<file path="config.mk">
export PLATFORM = sky130hd
export DESIGN_NAME = rpa_isqrt
export DESIGN_NICKNAME = d
export VERILOG_FILES = /design/src/rtl/rpa_pkg.sv /design/src/rtl/rpa_isqrt.sv
export SDC_FILE = /design/constraint.sdc
export NUM_CORES = 2
export LEC_CHECK = 0
export BUFFER_PORTS_ARGS = -buffer_cell sky130_fd_sc_hd__buf_2
export CAP_MARGIN = 20
export CORE_MARGIN = 5
export CORE_UTILIZATION = 35
export DETAILED_ROUTE_END_ITERATION = 10
export PLACE_DENSITY_LB_ADDON = 0.1
export SYNTH_ARGS = -nofsm -noshare
export SYNTH_HDL_FRONTEND = slang
export SYNTH_SLANG_ARGS = --single-unit
</file>
<file path="constraint.sdc">
create_clock -name clk -period 15 [get_ports clk]
set_clock_uncertainty 0.2 [all_clocks]
set_input_delay 0 -clock clk [delete_from_list [all_inputs] [get_ports clk]]
set_output_delay 0 -clock clk [all_outputs]
set_load 0.01 [all_outputs]
</file>
<file path="src/rtl/rpa_pkg.sv">
// ----------------------------------------------------------------------------
// rpa_pkg
// Shared widths, constants and tables for the roll and pitch tilt core.
// ----------------------------------------------------------------------------
package rpa_pkg;

  localparam int SAMPLE_W = 16;
  localparam int ROLL_W = 16;
  localparam int PITCH_W = 15;
  localparam int ROLL_LIMIT = 23040;
  localparam int PITCH_LIMIT = 11520;

  localparam int ANGLE_ITERATIONS_DEF = 16;
  localparam int TABLE_SIZE = 24;

  localparam int FRAC_W = 24;
  localparam int DATA_W = 44;
  localparam int ANG_W = 35;

  localparam int SQ_W = 32;
  localparam int ROOT_W = 32;
  localparam int REM_W = ROOT_W + 4;
  localparam int ROOT_STAGES = ROOT_W / 2;
  localparam int ROOT_SHIFT = 8;

  localparam logic signed [ANG_W-1:0] PI_Q30 = 35'sd3373259426;

  localparam logic [29:0] ATAN_TABLE [TABLE_SIZE] = '{
    30'd843314857, 30'd497837829, 30'd263043837, 30'd133525159,
    30'd67021687, 30'd33543516, 30'd16775851, 30'd8388437,
    30'd4194283, 30'd2097149, 30'd1048576, 30'd524288,
    30'd262144, 30'd131072, 30'd65536, 30'd32768,
    30'd16384, 30'd8192, 30'd4096, 30'd2048,
    30'd1024, 30'd512, 30'd256, 30'd128
  };

  localparam logic [15:0] DEG_NUM = 16'd36672;
  localparam int DEG_SHIFT = 30;
  localparam logic [31:0] DEG_HALF = 32'd2684354560;
  localparam logic [19:0] RECIP5 = 20'd838861;
  localparam int RECIP5_SHIFT = 22;

endpackage

</file>
<file path="src/rtl/rpa_isqrt.sv">
// ----------------------------------------------------------------------------
// rpa_isqrt
// Pipelined integer square root of a radicand scaled by 2^32, two result
// bits per stage, with a side payload that travels alongside.
// ----------------------------------------------------------------------------
module rpa_isqrt #(
  parameter int SIDE_W = 48
) (
  input  logic                        clk,
  input  logic                        rst,
  input  logic                        en,
  input  logic                        in_valid,
  input  logic [rpa_pkg::SQ_W-1:0]    radicand,
  input  logic [SIDE_W-1:0]           side_in,
  output logic                        out_valid,
  output logic [rpa_pkg::ROOT_W-1:0]  root,
  output logic [SIDE_W-1:0]           side_out
);
  import rpa_pkg::*;

  typedef struct packed {
    logic [REM_W-1:0]  rem;
    logic [ROOT_W-1:0] res;
    logic [SQ_W-1:0]   rad;
  } sqrt_state_t;

  function automatic sqrt_state_t sqrt_step(input sqrt_state_t s);
    logic [REM_W-1:0] shifted;
    logic [REM_W-1:0] trial;
    sqrt_state_t      n;
    shifted = {s.rem[REM_W-3:0], s.rad[SQ_W-1:SQ_W-2]};
    trial = {2'b00, s.res, 2'b01};
    n.rad = {s.rad[SQ_W-3:0], 2'b00};
    if (shifted >= trial) begin
      n.rem = shifted - trial;
      n.res = {s.res[ROOT_W-2:0], 1'b1};
    end else begin
      n.rem = shifted;
      n.res = {s.res[ROOT_W-2:0], 1'b0};
    end
    return n;
  endfunction

  sqrt_state_t      init;
  sqrt_state_t      st    [1:ROOT_STAGES];
  logic             vld   [1:ROOT_STAGES];
  logic [SIDE_W-1:0] side [1:ROOT_STAGES];

  assign init = '{rem: '0, res: '0, rad: radicand};

  for (genvar s = 0; s < ROOT_STAGES; s++) begin : g_stage
    sqrt_state_t       cur;
    logic              cur_vld;
    logic [SIDE_W-1:0] cur_side;

    if (s == 0) begin : g_first
      assign cur = init;
      assign cur_vld = in_valid;
      assign cur_side = side_in;
    end else begin : g_rest
      assign cur = st[s];
      assign cur_vld = vld[s];
      assign cur_side = side[s];
    end

    always_ff @(posedge clk) begin
      if (rst) begin
        vld[s+1] <= 1'b0;
      end else if (en) begin
        vld[s+1] <= cur_vld;
      end
      if (en) begin
        st[s+1] <= sqrt_step(sqrt_step(cur));
        side[s+1] <= cur_side;
      end
    end
  end

  assign out_valid = vld[ROOT_STAGES];
  assign root = st[ROOT_STAGES].res;
  assign side_out = side[ROOT_STAGES];

endmodule

</file>
**Word level (Yosys, flattened, before mapping)**

Memory sizes are Yosys's and may differ from the RTL's.
Index checks and enable logic that the tools add are counted.

- $add $sub $neg: 32
- Multipliers: 0
- Div/mod/pow operators: 0
- Magnitude comparators: 32
- Equal/unequal tests: 0
- Shifts and indexed selects: 0
- Mux-type cells: 86
- Bitwise gates (word level): 16
- Reduce and logical (&&, ||, !) cells: 0

Operators with widths:

| cell | count |
|---|---|
| $mux W68 | 32 |
| $mux W66 | 32 |
| $ge A36 B34 Y1 | 31 |
| $sub A36 B34 Y36 | 16 |
| $sub A34 B34 Y34 | 15 |
| $mux W1 | 22 |
| $or A1 B1 Y1 | 16 |
| $sub A2 B1 Y3 const B | 1 |
| $ge A2 B1 Y1 const B | 1 |

- Register bits after elaboration: 0
- Bits in latches: 0
- RAM bits: 2320
- Memory bits (read-only): 0
- Output and inout port bits: 81
- Logic and storage cells: 169
- Memories kept: 3

Memory list:

| memory | words | width | rd ports | clocked after memory_dff | write ports | RTL line | RTL |
|---|---|---|---|---|---|---|---|
| st | 16 | 96 | 16 | 0 | 16 | rpa_isqrt.sv:45 | `sqrt_state_t st [1:ROOT_STAGES];` |
| side | 16 | 48 | 16 | 0 | 16 | rpa_isqrt.sv:47 | `logic [SIDE_W-1:0] side [1:ROOT_STAGES];` |
| vld | 16 | 1 | 16 | 0 | 16 | rpa_isqrt.sv:46 | `logic vld [1:ROOT_STAGES];` |

**Logic depth before layout (Yosys ltp)**

An unclocked memory read counts as a cell.

- Depth after elaboration: 7
- Gate-level depth with buffers: 32
- Gate-level depth less buffers: 30

**Worst setup path after synthesis**

Ideal clock, no wire load.

- Kind: reg2reg
- From: register, netlist name st[0][1309]
- To: register, netlist name st[0][1409]
- Setup time: 0.269 ns
- Arrival: 6.605 ns
- Required time: 14.531 ns
- Path slack: 7.926 ns
- Cell stages (with the launch flop): 31
- Path buffers: 2
- Clock period less this slack: 7.074 ns
- Path through: edfxtp_1 > inv_1 > ha_1 > inv_1 > fa_1 > nor2b_1 > o21ai_0 > a21boi_0 > o2111ai_1 > a21oi_1 > nor3_1 > a21oi_1 > nor2_1 > inv_2 > mux2i_1 > inv_1 > ha_1 > a21o_1 > a21oi_1 > o21ai_0 > a2111oi_0 > nor4b_1 > o2111ai_1 > a31o_2 > a21oi_1 > a221o_1 > nor3_1 > nor4b_1 > clkbuf_1 > clkbuf_1 > o21ai_0

==> flow_summary.toml <==
[global_routing]
grt.overflow.total = 0
antenna_found_initial = 8
grt_pass1_wl_um = 328000
grt_max_degree = 168
grt_use_total_pct = 15.3
grt_pass1_vias = 58875

[layout]
seqCellArea_mm2 = 0.0494
area_growth_pct = 14.8
final_cells = 11713
fillers = 24282
multi_input_area_mm2 = 0.0376
layout.nets = 8807
fin_area_mm2 = 0.103
drive_above_1_share_pct = 8.55

[yosys]
synth_common_cells = "1646 x edfxtp_1, 641 x nor2_1, 566 x nand2_1"
synth-compound-area-share_pct = 12.9
synth_fa_ha_area_share_pct = 7.58
yosysWarningCount = 0
syn_inst = 7781
postSynth.asyncResetShare_pct = 0
synth_xor_area_share_pct = 6.84
synth-seq-area-share_pct = 55.3
avgSynthCellArea_um2 = 11.5
synth_edf_count = 1646
muxShareOfSynthArea_pct = 1.69
ys_top_cells_by_area = "edfxtp_1 55%, ha_1 7.2%, xnor2_1 4.3%"
yosys.area.top_type = "edfxtp_1"
yosysTopAreaCellShare_pct = 55.3
synth-simple-area-share_pct = 13.0
ys_seq_elements = 1646
synth.most_common_cell = "edfxtp_1"
ys.flop_type = "edfxtp_1"
mappedNetlistArea_mm2 = 0.0894
synth_top_family_by_area = "simple AND/OR/NAND/NOR gates"
ys_types = 108

[critical_path]
cp_slowest_cell = "a2111oi_0"
timing.rr.start = "st[0][1309]"
crit_path_end_kind = "register"
cp_data_arrival_time_ns = 9.14
crit_family = "compound AO/OA/AOI/OAI gates"
rrSetupSlack_ns = 6.22
crit_top_cell = "a21oi_1"
crit_buf_inv = 7
path_class = "reg -> reg"
critPathMaxFanout = 56
cp-start-kind = "register"
rr_endpoint = "st[0][1435]"
slowest_delay_ns = 0.57
r2r_cells = 32
cp.required_ns = 15.36

[sta]
min_period_ns = 8.78
fin_ws_ns = 6.22
slew_headroom_pct = 29.2
rsz0062_at_grt = "no"
fin_crit_sh_pct = 58.5
hold_viol_final = 0
max_freq_ghz = 0.114
slew_violations = 0
worstMarginPinSlew_ns = 1.05
setup_viol = 0
whs_ns = 0.0483
fin_setup_tns_ns = 0

[clocking]
cts.sinks = 1646
cts.repair.resized = 0
hold_buffers = 169
ctsHtreeMaxLevel = 4
clockBufferDepth = 3
tritoncts = "done"
clkTransAtPathRegs_ns = 0.06
root_buffer = "clkbuf_16"
numCtsBuffers = 189
clkLatencyLatePin_ns = 0.84
post_cts_buffers = 0

[route]
drtAntennaViolNets = 0
num_vias = 60056
drt_iter0_drc = 3973
via_per_inst = 5.13
drtPass1Iterations = 5
routed_wl_um = 207000
drc = 0
wl_per_cell_um = 17.7

[power]
p_leak_nw = 38.6
powerDensity_mw_per_mm2 = 166
vdd_drop_max_mv = 0.105

[floorplan]
initial_core_util_pct = 35.2
core_region_area_mm2 = 0.254
die_w_um = 515
num_io_pins = 165
fp.dieH_um = 515
placementRows = 185
dieArea_mm2 = 0.266

[flow_run]
maxCapViolations = 0

[min_path]
hold_path_end = "side[0][65]"
worstHoldPathCells = 2
min_from = "en"
hold_class = "in -> reg"

[placement]
dp_hpwl_um = 154000
placed_cells = 11194
gp_congestion = 0.870
portBuffers = 164
dpl-instance-area_mm2 = 0.0943
dp_slack_ns = 6.43

[run_status]
outcome = "finished, final reports clean"
worst max path at each step:
stage	slack, ns	to	startpoint	cells after the start
detailed placement	6.43	st[0][951]	st[0][796]	27
finish	6.22	st[0][1435]	st[0][1309]	32
CTS	6.38	st[0][1435]	st[0][1309]	32
global route	5.72	st[0][951]	st[0][796]	27
floorplan	7.93	st[0][1409]	st[0][1309]	30
global placement	6.48	st[0][955]	st[0][796]	28
where the power goes:
part | internal (W) | total [W] | switching (W)
combinational | 0.00249 | 0.00584 | 0.00335
clock | 0.00289 | 0.00482 | 0.00193
sequential | 0.00591 | 0.00636 | 0.000453
total | 0.0113 | 0.0170 | 0.00573
through the flow:
stage	total power [W]	util [%]
after detailed placement	0.0122	37.1
after global routing	0.0182	40.4
after floorplan	0.0107	-
final	0.0170	40.4
after CTS	0.0172	40.4
after global placement	0.0122	37.1
cells in the final DEF (no fill, tap or decap), drive strengths merged, types with 62 or more instances in the layout:
cell,n
a211oi,62
a21o,232
a21oi,530
buf,212
clkbuf,222
clkinv,80
dlygate4sd3,169
edfxtp,1646
ha,518
inv,475
mux2,112
nand2,566
nand2b,99
nand3,174
nand4,90
nor2,643
nor2b,74
nor3,194
nor4,98
o21a,94
o21ai,369
or3,73
xnor2,441
xor2,256
worst reg2reg max path, delay by kind of cell, from the launching register on:
kind | cells | cell delay, ns
buffers and inverters | 7 | 1.51
AND/OR/NAND/NOR | 7 | 1.01
multiplexers | 2 | 0.66
flip-flops | 1 | 0.43
adder cells (fa/ha/maj) | 3 | 0.86
AO/OA/AOI/OAI | 13 | 3.83
kinds of logic after synthesis:
logic type               count (synthesis)
AO/OA/AOI/OAI                         1784
flip-flops                            1646
AND/OR/NAND/NOR                       2346
XOR/XNOR                               697
adder cells (fa/ha/maj)                533
buffers and inverters                  637
multiplexers                           137
other                                    1
registers in the layout, summed over array words and instances, names as in the netlist:
register,count
st,862
side,768
vld,16
metal layers:
metal	GRT usage, %	wire, µm	part of all wire [%]	vias to the layer above
met5	0	0	0	-
met4	3.86	4550	2.2	0
met3	2.28	8420	4.1	303
met2	25.2	96600	47	1110
met1	21.1	97600	47	28761
li1	-	-	-	29882
area by class of cell:
type	count	area share, %
Clock inverter	121	1.71
Timing Repair Buffer	382	2.91
Inverter	472	1.73
Tap cell	3366	4.10
Sequential cell	1646	48.2
Antenna cell	5	0.0122
Multi-Input combinational cell	5499	36.6
Clock buffer	222	4.73
Power figures use the tool's default switching activity.
