**src/rtl/rpa_pkg.sv**
```systemverilog
// ----------------------------------------------------------------------------
// rpa_pkg
// Shared widths, constants and tables for the roll and pitch tilt core.
// ----------------------------------------------------------------------------
package rpa_pkg;

  localparam int SAMPLE_W = 16;
  localparam int ROLL_W = 16;
  localparam int PITCH_W = 15;
  localparam int ROLL_LIMIT = 23040;
  localparam int PITCH_LIMIT = 11520;

  localparam int ANGLE_ITERATIONS_DEF = 16;
  localparam int TABLE_SIZE = 24;

  localparam int FRAC_W = 24;
  localparam int DATA_W = 44;
  localparam int ANG_W = 35;

  localparam int SQ_W = 32;
  localparam int ROOT_W = 32;
  localparam int REM_W = ROOT_W + 4;
  localparam int ROOT_STAGES = ROOT_W / 2;
  localparam int ROOT_SHIFT = 8;

  localparam logic signed [ANG_W-1:0] PI_Q30 = 35'sd3373259426;

  localparam logic [29:0] ATAN_TABLE [TABLE_SIZE] = '{
    30'd843314857, 30'd497837829, 30'd263043837, 30'd133525159,
    30'd67021687, 30'd33543516, 30'd16775851, 30'd8388437,
    30'd4194283, 30'd2097149, 30'd1048576, 30'd524288,
    30'd262144, 30'd131072, 30'd65536, 30'd32768,
    30'd16384, 30'd8192, 30'd4096, 30'd2048,
    30'd1024, 30'd512, 30'd256, 30'd128
  };

  localparam logic [15:0] DEG_NUM = 16'd36672;
  localparam int DEG_SHIFT = 30;
  localparam logic [31:0] DEG_HALF = 32'd2684354560;
  localparam logic [19:0] RECIP5 = 20'd838861;
  localparam int RECIP5_SHIFT = 22;

endpackage

```
**src/rtl/rpa_scale.sv**
```systemverilog
// ----------------------------------------------------------------------------
// rpa_scale
// Converts a Q30 radian angle to degrees times 128 with round-half-away
// rounding and saturation, over five register stages.
// ----------------------------------------------------------------------------
module rpa_scale #(
  parameter int OUT_W = 16,
  parameter int LIMIT = 23040
) (
  input  logic                             clk,
  input  logic                             rst,
  input  logic                             en,
  input  logic                             in_valid,
  input  logic signed [rpa_pkg::ANG_W-1:0] angle,
  output logic                             out_valid,
  output logic signed [OUT_W-1:0]          degrees
);
  import rpa_pkg::*;

  localparam int MAG_W = ANG_W - 1;
  localparam int PROD_W = MAG_W + 16;
  localparam int U_W = PROD_W + 1 - DEG_SHIFT;
  localparam int W_W = U_W + 20;
  localparam int Q_W = W_W - RECIP5_SHIFT;

  logic [4:0]          vld;
  logic [3:0]          neg;
  logic [MAG_W-1:0]    mag;
  logic [PROD_W-1:0]   prod;
  logic [U_W-1:0]      u;
  logic [W_W-1:0]      w;
  logic [PROD_W:0]     rounded;
  logic [Q_W-1:0]      q;
  logic [OUT_W-2:0]    qs;
  logic signed [OUT_W-1:0] mag_s;

  assign rounded = (PROD_W + 1)'(prod) + (PROD_W + 1)'(DEG_HALF);
  assign q = w[W_W-1:RECIP5_SHIFT];
  assign qs = (q > Q_W'(LIMIT)) ? (OUT_W - 1)'(LIMIT) : (OUT_W - 1)'(q);
  assign mag_s = $signed({1'b0, qs});

  always_ff @(posedge clk) begin
    if (rst) begin
      vld <= '0;
    end else if (en) begin
      vld <= {vld[3:0], in_valid};
    end
    if (en) begin
      neg <= {neg[2:0], angle[ANG_W-1]};
      mag <= angle[ANG_W-1] ? MAG_W'(-angle) : MAG_W'(angle);
      prod <= PROD_W'(mag) * PROD_W'(DEG_NUM);
      u <= U_W'(rounded >> DEG_SHIFT);
      w <= W_W'(u) * W_W'(RECIP5);
      degrees <= neg[3] ? -mag_s : mag_s;
    end
  end

  assign out_valid = vld[4];

endmodule

```
**config.mk**
```make
export PLATFORM = sky130hd
export DESIGN_NAME = rpa_scale
export DESIGN_NICKNAME = d
export VERILOG_FILES = /design/src/rtl/rpa_pkg.sv /design/src/rtl/rpa_scale.sv
export SDC_FILE = /design/constraint.sdc
export NUM_CORES = 1
export LEC_CHECK = 0
export ABC_AREA = 1
export BUFFER_PORTS_ARGS = -buffer_cell sky130_fd_sc_hd__buf_2
export CAP_MARGIN = 20
export CORE_MARGIN = 1.5
export CORE_UTILIZATION = 61
export DETAILED_ROUTE_END_ITERATION = 10
export HOLD_SLACK_MARGIN = 0.05
export PLACE_DENSITY_LB_ADDON = 0.1
export SYNTH_ARGS = -nofsm -noshare
export SYNTH_HDL_FRONTEND = slang
export SYNTH_SLANG_ARGS = --single-unit
export TNS_END_PERCENT = 100
```
**constraint.sdc**
```tcl
create_clock -name clk -period 6.1 [get_ports clk]
set_input_delay 1.22 -clock clk [delete_from_list [all_inputs] [get_ports clk]]
set_output_delay 1.22 -clock clk [all_outputs]
set_load 0.1 [all_outputs]
```
=== After elaboration in Yosys (flattened, before gate mapping) ===
Index checks and enable logic that the tools add are counted.

* Flip-flop bits (word level): 165
* Bits in latches: 0
* Memory bits (writable): 0
* Bits in read-only memories: 0
* Input port bits: 39
* Output and inout port bits: 17
* Word-level logic and storage cells: 17
* Memories: 0

* Add/sub/neg operators: 3
* $mul: 2
* Div/mod/pow operators: 0
* Order comparisons: 1
* Equal/unequal tests: 0
* Shift-type cells: 0
* Multiplexer cells: 3
* Bitwise gates (word level): 0
* Reduce and logical (&&, ||, !) cells: 0

{| class="wikitable"
|+ Operator list
! cell !! number
|-
| $add A50 B32 Y51 const B || 1
|-
| $mul A34 B10 Y44 const B || 1
|-
| $mul A21 B20 Y41 const B || 1
|-
| $mux W34 || 1
|-
| $neg A34 Y34 || 1
|-
| $mux W15 || 2
|-
| $gt A19 B15 Y1 const B || 1
|-
| $neg A15 Y16 || 1
|}

=== Longest topological paths before layout ===
* Depth after elaboration: 4
* Mapped depth: 27
* Gate-level depth less buffers: 26

=== Least setup slack after synthesis ===
Ideal clock, no wire load.

* Kind: register -> register
* From: register u[1]
* To: register w[29] (data pin)
* Setup time: 0.260 ns
* Arrival: 5.053 ns
* Data required time: 5.840 ns
* Setup slack: 0.787 ns
* Cell stages (with the launch flop): 20
* Buffers on the path: 0
* Clock period less this slack: 5.313 ns
* Path through: edfxtp_1 > ha_1 > xor2_1 > ha_1 > fa_1 > fa_1 > fa_1 > fa_1 > inv_1 > fa_1 > inv_1 > ha_1 > nand2_1 > inv_1 > a21oi_1 > a21boi_0 > nor2_1 > nor2_1 > nand2_1 > xor2_1

* Cells in the longest elaborated chain, start to end: 1

{| class="wikitable"
|+ RTL lines
! item !! line !! source
|-
| start, declared || rpa_scale.sv:30 || <nowiki>logic [U_W-1:0] u;</nowiki>
|-
| start signal, assigned || rpa_scale.sv:52 || <nowiki>u <= U_W'(rounded >> DEG_SHIFT);</nowiki>
|-
| $mul A21 B20 Y41 || rpa_scale.sv:53 || <nowiki>w <= W_W'(u) * W_W'(RECIP5);</nowiki>
|-
| end signal, assigned || rpa_scale.sv:53 ||
|-
| end, declared || rpa_scale.sv:31 || <nowiki>logic [W_W-1:0] w;</nowiki>
|}

Every way passes these cells.
A chain may end at the register's enable or synchronous reset.

=== Worst setup path after layout ===
* From: register u[0]
* To: register w[40] (data pin)

Same word-level chain as after synthesis.

==> qor.json <==
{
  "critical_path_arrival_ns": 6.05,
  "layout.filler_cells": 2729,
  "grt_first_pass_wirelength_um": 82700,
  "worst-slew-pin-transition_ns": 0.996,
  "insertedDiodeCount": 0,
  "post_route_cells_drive_above_1_share_pct": 6.87,
  "clock_tree.htree_level_count": 4,
  "timing_max_transition_violations_final": 0,
  "final_util_pct": 66.9,
  "crit_path_start_kind": "flop",
  "cts_hold_repair.buffers": 0,
  "share_of_synthesized_area_occupied_by_flip_flops_and_latches_pct": 17.8,
  "mappedNetlistNets": 2886,
  "detail_route.drc_violations": 0,
  "core_region_area_um2": 32400,
  "syn_inst": 2248,
  "flow.area_growth_from_synthesis_pct": 8.33,
  "ios": 56,
  "finalSetupViolCount": 0,
  "placement_rows": 66,
  "via_per_inst": 5.46,
  "critPathSlowestCell": "sky130_fd_sc_hd__fa_1",
  "fmax_mhz": 171,
  "syn-mean-instance-area_um2": 8.90,
  "clock_latency_ns": 0.43,
  "timing.max_slew.rel_slack_pct": 33.6,
  "grt_overflow": 0,
  "vias": 15276,
  "cts_sinks": 120,
  "floorplan_die_width_um": 184,
  "drtAntennaViolNets": 0,
  "maximum_number_of_pins_on_one_net_before_global_route_repair": 80,
  "critPathMaxStageDelay_ns": 0.54,
  "die_h_um": 184,
  "clk_pin_slew_ns": 0.07,
  "die_area_um2": 33900,
  "run_status": "finished clean",
  "final.period_utilization_pct": 96.0,
  "root_buffer": "sky130_fd_sc_hd__clkbuf_16",
  "ctsLongestPathBuffers": 2,
  "final_worst_path_period_need_ns": 5.86,
  "worst-path-buf-inv": 5,
  "initial_utilization_pct": 61.8,
  "routed_wl_um": 51000,
  "nets": 2983,
  "numPortBuffers": 55,
  "critical_path.endpoint_type": "flop",
  "mappedNetlistArea_um2": 20000,
  "worstSetupPathType": "reg2reg",
  "critical_path.cell_chain": "ha_1 > ha_1 > inv_1 > fa_1 > inv_1 > fa_1 > fa_1 > fa_1 > inv_1 > fa_1 > inv_1 > ha_1 > nand2_1 > nor2_1 > nand2_1 > nor2_1 > o21ai_0 > nand3_1 > nand2_1 > inv_1 > nor2_1 > nand2_1 > nand2_1",
  "finClkSkew_ns": 0.00985,
  "wl_per_cell_um": 18.2,
  "cts_tree": "built",
  "synth.lib_cells_used.distinct": 49,
  "maxCapViolations": 0,
  "globalRouteTotalUtil_pct": 32.1,
  "finalHoldViolCount": 0,
  "dpl_hpwl_um": 44700,
  "finalHoldWorstSlack_ns": 0.420,
  "critical_path_fanout_max": 7,
  "worst_path_dominant_cell_family": "adder cells",
  "antenna_violations_before_repair": 0,
  "worstPathRequired_ns": 6.29,
  "synth_seq_cells": 120,
  "grt_pass1_vias": 16454,
  "ys_warn_count": 0,
  "worstHoldPathType": "reg2reg",
  "finalWeightedCongestion": 0.994,
  "detailedRoute.firstPassIterationCount": 5,
  "dr.first_iter.drc_count": 732,
  "cts_buffers": 17
}
[placed cells by master (no fill, tap or decap), types with 3 or more instances in the layout]
master,instances
sky130_fd_sc_hd__nand3_2,7
sky130_fd_sc_hd__o21ai_0,59
sky130_fd_sc_hd__xor2_1,57
sky130_fd_sc_hd__inv_6,5
sky130_fd_sc_hd__nand4_1,15
sky130_fd_sc_hd__o211ai_1,7
sky130_fd_sc_hd__a31oi_1,6
sky130_fd_sc_hd__nor2_1,204
sky130_fd_sc_hd__a21boi_0,3
sky130_fd_sc_hd__clkinvlp_4,4
sky130_fd_sc_hd__buf_2,54
sky130_fd_sc_hd__o21a_1,7
sky130_fd_sc_hd__nor4_2,3
sky130_fd_sc_hd__ha_4,3
sky130_fd_sc_hd__nor3_1,30
sky130_fd_sc_hd__ha_2,4
sky130_fd_sc_hd__o21ai_1,6
sky130_fd_sc_hd__xnor2_1,23
sky130_fd_sc_hd__buf_4,30
sky130_fd_sc_hd__nand2_2,5
sky130_fd_sc_hd__nand4_2,3
sky130_fd_sc_hd__fa_1,266
sky130_fd_sc_hd__nor4_1,7
sky130_fd_sc_hd__clkbuf_16,17
sky130_fd_sc_hd__inv_2,4
sky130_fd_sc_hd__ha_1,326
sky130_fd_sc_hd__a21oi_1,104
sky130_fd_sc_hd__nand2_1,377
sky130_fd_sc_hd__nand3_1,77
sky130_fd_sc_hd__nor2_2,6
sky130_fd_sc_hd__a21o_1,6
sky130_fd_sc_hd__edfxtp_1,115
sky130_fd_sc_hd__o21bai_1,10
sky130_fd_sc_hd__inv_1,472
sky130_fd_sc_hd__dfxtp_1,5
[per-layer routing]
metal | wire (um) | part of all wire, % | track usage [%]
met2 | 26600 | 52 | 60.4
met5 | 0 | 0 | 0
met1 | 19900 | 39 | 35.9
met4 | 2570 | 5.0 | 15.6
met3 | 1940 | 3.8 | 3.66
[Yosys cell counts (all sizes together)]
cell,number,area (um^2)
o21bai,10,75.1
o311ai,1,8.76
a21o,6,45.0
nor3,31,160
a21boi,4,30.0
ha,333,4170
o31ai,2,15.0
nor2,212,823
buf,2,22.5
nand2,383,1460
inv,476,1790
or2,2,12.5
o211a,1,10.0
a21oi,106,534
xnor2,23,201
clkbuf,4,15.0
a31oi,6,37.5
fa,266,5330
dfxtp,5,100
o41ai,1,16.3
o21a,7,52.6
nor3b,1,7.51
o2111ai,1,8.76
o22ai,2,12.5
a211oi,2,15.0
a31o,1,8.76
xor2,58,516
o211ai,7,52.6
nand4,18,131
edfxtp,115,3450
and2,1,6.26
nand3b,1,7.51
o21ai,65,325
nand3,84,455
nor4,11,103
[cell families (layout without fill, tap and decap cells)]
logic type               count (synthesis)  count (layout)  synth area share [%]
XOR/XNOR                                81              81                  3.59
flip-flops                             120             120                  17.8
AND/OR/NAND/NOR                        744             744                  15.8
AO/OA/AOI/OAI                          222             222                  6.24
buffers and inverters                  482             592                  9.12
adder cells (fa/ha/maj)                599             599                  47.5
[per-stage QoR]
step | TNS [ns] | cells | setup slack (ns) | cell area, um^2
6_report | 0 | 2800 | 0.244 | 21700
4_1_cts | 0 | 2781 | 0.175 | 21500
3_3_place_gp | 0 | 2749 | 0.155 | 20900
5_1_grt | -0.0210 | 2800 | -0.00844 | 21700
2_1_floorplan | 0 | 2248 | 0.787 | 20000
3_5_place_dp | 0 | 2749 | 0.166 | 20900
[cell type report]
class | count | area [um^2] | area share [%]
multi-input cells | 1646 | 14700 | 67.7
flip-flops and latches | 120 | 3550 | 16.4
inverters | 476 | 1790 | 8.25
well taps | 442 | 553 | 2.55
repair buffers | 84 | 495 | 2.29
clock buffers | 18 | 439 | 2.03
clock inverters | 14 | 163 | 0.751
[path summary, 6_finish.rpt]
kind,from,depth (start not counted),endpoint,slack (ns)
setup / recovery,u[0],23,w[40],0.24
hold / removal,neg[0],0,neg[1],0.42
setup reg to reg,u[0],23,w[40],0.24
hold reg to reg,neg[0],0,neg[1],0.42
[registers in the layout, indices dropped and copies added (netlist names)]
signal	count
neg	4
w	19
prod	21
vld	5
mag	34
u	21
degrees	16
[worst register-to-register path: cells and delay by family, from the launching register on]
kind / cells / cell delay, ns
and+or+nand+nor: 9 / 0.95
DFF: 1 / 0.51
AOI/OAI and AO/OA: 1 / 0.09
buffers and inverters: 5 / 0.32
adders and majority gates: 8 / 3.75
[timing repair]
item                       4_1_cts  5_1_grt
setup endpoints to repair        0       12
buffers inserted                 0       19
resized for setup                0       13
Power is not shown: default switching activity piles up to over one toggle a cycle in this logic, so the estimate is an artifact.
